===== src/design/lpp_pkg.sv =====
// ----------------------------------------------------------------------------
// lpp_pkg
// Shared types and constants for the lidar point to pixel projector.
// ----------------------------------------------------------------------------
package lpp_pkg;

  // Configuration register indexes.
  typedef enum logic [2:0] {
    CfgR0PairA = 3'd0,
    CfgR0PairB = 3'd1,
    CfgR1PairA = 3'd2,
    CfgR1PairB = 3'd3,
    CfgR2PairA = 3'd4,
    CfgR2PairB = 3'd5,
    CfgCrop    = 3'd6
  } cfg_idx_e;

  localparam int unsigned NumRegs   = 7;
  localparam int unsigned CfgIdxW   = 3;
  localparam int unsigned CfgDataW  = 64;
  localparam int unsigned CropW     = 48;

  // Row sums are exact in 58 signed bits.
  localparam int unsigned SumW      = 58;
  localparam int unsigned QuoW      = 16;
  // Divider stages: magnitude stage, one stage per quotient bit, saturation.
  localparam int unsigned DivLat    = QuoW + 2;

  // Twenty metres in Q.8 units, and full colour scale.
  localparam logic [12:0] DistRef   = 13'd5120;
  localparam logic [7:0]  ColourMax = 8'd255;
  // Reciprocal of five in Q.16, exact for the narrow range used.
  localparam logic [13:0] RecipFive = 14'd13108;

  typedef struct packed {
    logic signed [23:0] point_x;
    logic signed [23:0] point_y;
    logic signed [23:0] point_z;
  } in_t;

  typedef struct packed {
    logic               drawn;
    logic signed [15:0] pixel_u;
    logic signed [15:0] pixel_v;
    logic [7:0]         red_level;
    logic [7:0]         green_level;
  } out_t;

  // Pipeline control handed to the dividers.
  typedef struct packed {
    logic en;
  } pipe_ctrl_t;

endpackage


===== src/design/lpp_div.sv =====
// ----------------------------------------------------------------------------
// lpp_div
// Pipelined signed divider, one quotient bit per stage, result truncated
// toward zero and saturated to 16 signed bits.
// ----------------------------------------------------------------------------
module lpp_div (
  input  logic                                clk_i,
  input  lpp_pkg::pipe_ctrl_t                 ctrl_i,
  input  logic signed [lpp_pkg::SumW-1:0]     num_i,
  input  logic signed [lpp_pkg::SumW-1:0]     den_i,
  output logic signed [lpp_pkg::QuoW-1:0]     quo_o
);
  import lpp_pkg::*;

  localparam int unsigned WideW = SumW + QuoW;

  logic [SumW-1:0] rem_q [QuoW+1];
  logic [SumW-1:0] den_q [QuoW+1];
  logic [QuoW-1:0] quo_q [QuoW+1];
  logic            neg_q [QuoW+1];
  logic            ovf_q [QuoW+1];

  logic [SumW-1:0] mag_n;
  logic [SumW-1:0] mag_d;

  // Magnitudes, result sign and overflow when the quotient needs 17 bits.
  assign mag_n = num_i[SumW-1] ? SumW'(-num_i) : SumW'(num_i);
  assign mag_d = den_i[SumW-1] ? SumW'(-den_i) : SumW'(den_i);

  always_ff @(posedge clk_i) begin
    if (ctrl_i.en) begin
      rem_q[0] <= mag_n;
      den_q[0] <= mag_d;
      quo_q[0] <= '0;
      neg_q[0] <= num_i[SumW-1] ^ den_i[SumW-1];
      ovf_q[0] <= {{QuoW{1'b0}}, mag_n} >= {mag_d, {QuoW{1'b0}}};
    end
  end

  // Restoring steps, most significant quotient bit first.
  for (genvar k = 1; k <= QuoW; k++) begin : g_step
    localparam int unsigned Bit = QuoW - k;
    logic [WideW-1:0] shifted;
    logic             take;
    logic [WideW-1:0] diff;

    assign shifted = {{QuoW{1'b0}}, den_q[k-1]} << Bit;
    assign take    = {{QuoW{1'b0}}, rem_q[k-1]} >= shifted;
    assign diff    = {{QuoW{1'b0}}, rem_q[k-1]} - shifted;

    always_ff @(posedge clk_i) begin
      if (ctrl_i.en) begin
        rem_q[k] <= take ? diff[SumW-1:0] : rem_q[k-1];
        den_q[k] <= den_q[k-1];
        quo_q[k] <= quo_q[k-1] | (QuoW'(take) << Bit);
        neg_q[k] <= neg_q[k-1];
        ovf_q[k] <= ovf_q[k-1];
      end
    end
  end

  // Apply the sign and saturate.
  logic [QuoW-1:0] mag_q;
  logic            big_pos;
  logic            big_neg;

  assign mag_q   = quo_q[QuoW];
  assign big_pos = ovf_q[QuoW] || mag_q[QuoW-1];
  assign big_neg = ovf_q[QuoW] || (mag_q > {1'b1, {(QuoW-1){1'b0}}});

  always_ff @(posedge clk_i) begin
    if (ctrl_i.en) begin
      if (!neg_q[QuoW]) begin
        quo_o <= big_pos ? {1'b0, {(QuoW-1){1'b1}}} : mag_q;
      end else begin
        quo_o <= big_neg ? {1'b1, {(QuoW-1){1'b0}}} : (~mag_q + 1'b1);
      end
    end
  end

endmodule


===== config.mk =====
export PLATFORM = sky130hd
export DESIGN_NAME = lpp_div
export DESIGN_NICKNAME = d
export VERILOG_FILES = /design/src/design/lpp_pkg.sv /design/src/design/lpp_div.sv
export SDC_FILE = /design/constraint.sdc
export NUM_CORES = 2
export LEC_CHECK = 0
export ABC_AREA = 0
export BUFFER_PORTS_ARGS = -buffer_cell sky130_fd_sc_hd__buf_2
export CAP_MARGIN = 15
export CELL_PAD_IN_SITES_DETAIL_PLACEMENT = 0
export CELL_PAD_IN_SITES_GLOBAL_PLACEMENT = 1
export CORE_UTILIZATION = 54
export CTS_BUF_LIST = sky130_fd_sc_hd__clkbuf_4 sky130_fd_sc_hd__clkbuf_8
export DETAILED_ROUTE_END_ITERATION = 7
export PLACE_DENSITY_LB_ADDON = 0.1
export SETUP_SLACK_MARGIN = 0.2
export SLEW_MARGIN = 30
export SYNTH_ARGS = -nofsm -noshare
export SYNTH_HDL_FRONTEND = slang
export SYNTH_SLANG_ARGS = --single-unit

===== constraint.sdc =====
create_clock -name clk_i -period 5.8 [get_ports clk_i]
set_input_delay 0.29 -clock clk_i [delete_from_list [all_inputs] [get_ports clk_i]]
set_output_delay 0.29 -clock clk_i [all_outputs]
set_load 0.01 [all_outputs]

==> run metrics <==
status finished, final reports clean; number of I/O pins 134; Worst-path clk slew about 60 ps; share of cells above drive strength 1 about 11%; Setup-failing EPs final 0; hold_sp num_i[35]; P_leak 55.4 nW; top cell type's share of synthesized area 51.3%; drt initial violations 5317; Clock Latency Late Sink 1110 ps; Syn. warnings 0; post-CTS setup buffer count 0; Post-synth EDFFs 2042; post-route ant nets 0; maximum clock rate about 180 MHz; Worst Tran Pin Value 1070 ps; die height 473 um; worst reg2reg startpoint rem_q[0][15]; PortBufs 133; H-tree Lvls 5; top post-synthesis cells by area edfxtp_1 51%, ha_1 8.9%, xnor2_1 3.5%; end of the critical path ovf_q[0]; Worst Hold Class input port to register; Max Root-Sink Buffers 4; via count ~84000; RSZ-0062 raised after global routing true; post-DR vias/cell about 5.7; die width 473 um; Reg2Reg Depth 14; setup skew after layout approximately 100 ps; final non-filler cell area 0.134 mm^2; overall power 38.5 mW; Area after DPL 0.124 mm^2; Critical Path RT between 6000 and 7000 ps; Core Area 0.220 mm^2; Worst EP arrival 6390 ps; # nets final approximately 13000; Initial Util approximately 54%; post-synth top area cell edfxtp_1; Synth Instances 11000; final WL ~290000 um; Setup crit end kind register; Cell Pwr Density 288 mW/mm^2; final core occ 60.7%; DRT Pass-1 Iters 7; Avg Inst Size Synth ~11 um^2; root buf cell clkbuf_8; r2r setup slk 480 ps; crit path max fanout 5; most common cell after layout, fill and taps aside edfxtp_1; P&R area growth vs syn 11.7%; Hold Violations, Final 0; worst setup path startpoint num_i[23]; Seq/Total Area, Yosys around 50%; Primary FF master, synth edfxtp_1; routability cong. 1.07; slew margin rel. between 20 and 30%; full die area 0.223 mm^2; pin count of the biggest net entering global routing around 180; CTS Sinks 2042; Reg-to-Reg End rem_q[0][99]; Synthesized Nets 12000; Fin Setup TNS 0 ps; crit path time final 5510 ps; Final Max Slew Viols 0; max_cap viols 0; fraction of the cycle the final worst path needs around 95%; worst hold slack 156 ps; wire length per cell 19.9 um; initial antenna violation count 7; CP Class input port to register; Synth Cell Area 0.120 mm^2; async set-reset flop share out of synthesis 0%; library cells used by synthesis 89; Inserted Clock Buffers about 360; CTS tree done; commonest cells after routing, fill and taps aside 2042 x edfxtp_1, 1066 x inv_1, 907 x nand2_1; CP Launch Type input port; vias in the first global route about 86000; Max rail drop VDD 0.270 mV; Overflow after GRT 0; row count between 150 and 200; GRT Overall Usage 26.0%; hpwl dp 228000 um; #FFs+latches synth 2042; Filler cells 18000; first-pass GRT wire length 456000 um; drt drc 0
-- cell usage after synthesis, drive strengths merged (28+ instances only) --
master	count
a211oi	65
a21o	515
a21oi	829
a31oi	96
and2	49
and3	68
clkbuf	332
edfxtp	2042
ha	853
inv	1067
mux2	328
nand2	907
nand2b	111
nand3	174
nand4	185
nor2	499
nor2b	103
nor3	128
nor4	84
o211ai	52
o21a	106
o21ai	832
o21bai	119
o31ai	86
o41ai	37
or2	28
or3	51
or4	33
xnor2	482
xor2	307
-- power by group --
part           internal, mW  total, mW  leakage [nW]  switching [mW]
clock                  7.10       12.9          3.61            5.76
sequential             17.4       18.0          20.0           0.560
combinational          3.14       7.64          31.8            4.50
total                  27.7       38.5          55.4            10.8
-- area by class of cell --
cell class | count | area, um^2 | share of cell area (%)
Sequential cell | 2042 | 61300 | 45.9
Multi-Input combinational cell | 7549 | 53100 | 39.7
Clock buffer | 450 | 5620 | 4.21
Timing Repair Buffer | 529 | 4550 | 3.40
Inverter | 1067 | 4010 | 3.00
Tap cell | 2958 | 3700 | 2.77
Clock inverter | 165 | 1220 | 0.916
Antenna cell | 29 | 72.6 | 0.0543
-- per-stage QoR --
stage | cells | setup WS [ps]
after floorplan | 11000 | 545
after global placement | 13900 | -406
after detailed placement | 13900 | -348
after CTS | 14800 | 294
after global routing | 14800 | 106
final | 14800 | 288
-- worst max-delay path, cell delays in order --
cell	delay [ps]
dlygate4sd3_1	540
buf_2	130
or4_4	570
nor4_4	190
inv_2	50
or3_1	350
or2_1	300
or3_4	380
or3_4	350
or4_4	440
or3_4	410
o21ai_1	170
xnor2_1	130
ha_1	330
nand4_1	200
nor2_2	190
nand2_1	110
or3_1	360
nor3_1	120
and4b_1	210
a31oi_1	80
o211ai_1	140
nand2_1	70
nor4bb_1	280
-- flip-flops by register name (all words and copies together) (netlist names) --
register  cells
neg_q        17
ovf_q        17
den_q       928
quo_q       136
quo_o        16
rem_q       928
-- cell families (layout without fill, tap and decap cells) --
group                    after synthesis  after routing  share of synthesized area [%]
AO/OA/AOI/OAI                       3045           3045                           16.0
buffers and inverters               1426           2211                           4.49
multiplexers                         347            347                           3.25
other                                  0             29                              0
flip-flops                          2042           2042                           51.3
XOR/XNOR                             789            789                           5.78
adder cells (fa/ha/maj)              868            868                           9.18
AND/OR/NAND/NOR                     2500           2500                           10.1
-- routing by layer --
metal  track usage, %  up-vias  part of all wire [%]
met5                0        -                     0
met4             18.3        0                   7.4
met3             3.53      856                   3.4
met2             49.8     2191                    53
met1             25.5    39700                    36
li1                 -    41700                     -
-- worst min-delay path by stage --
| stage | to | slack [ps] | cells past startpoint |
|---|---|---|---|
| 6_report | rem_q[0][35] | 160 | 3 |
| 5_1_grt | rem_q[0][35] | 140 | 3 |
| 4_1_cts | rem_q[0][35] | 30 | 3 |
| 3_5_place_dp | neg_q[0][13] | 400 | 0 |
| 3_3_place_gp | quo_q[1][79] | 400 | 0 |
| 2_1_floorplan | den_q[0][0] | 390 | 0 |
-- repair_timing --
action	in CTS	in global routing
hold buffers	232	0
hold endpoints to repair	257	0
endpoints found under the setup margin	0	1
gates resized for setup	0	2
Note: power is estimated with default switching activity, not from simulation.
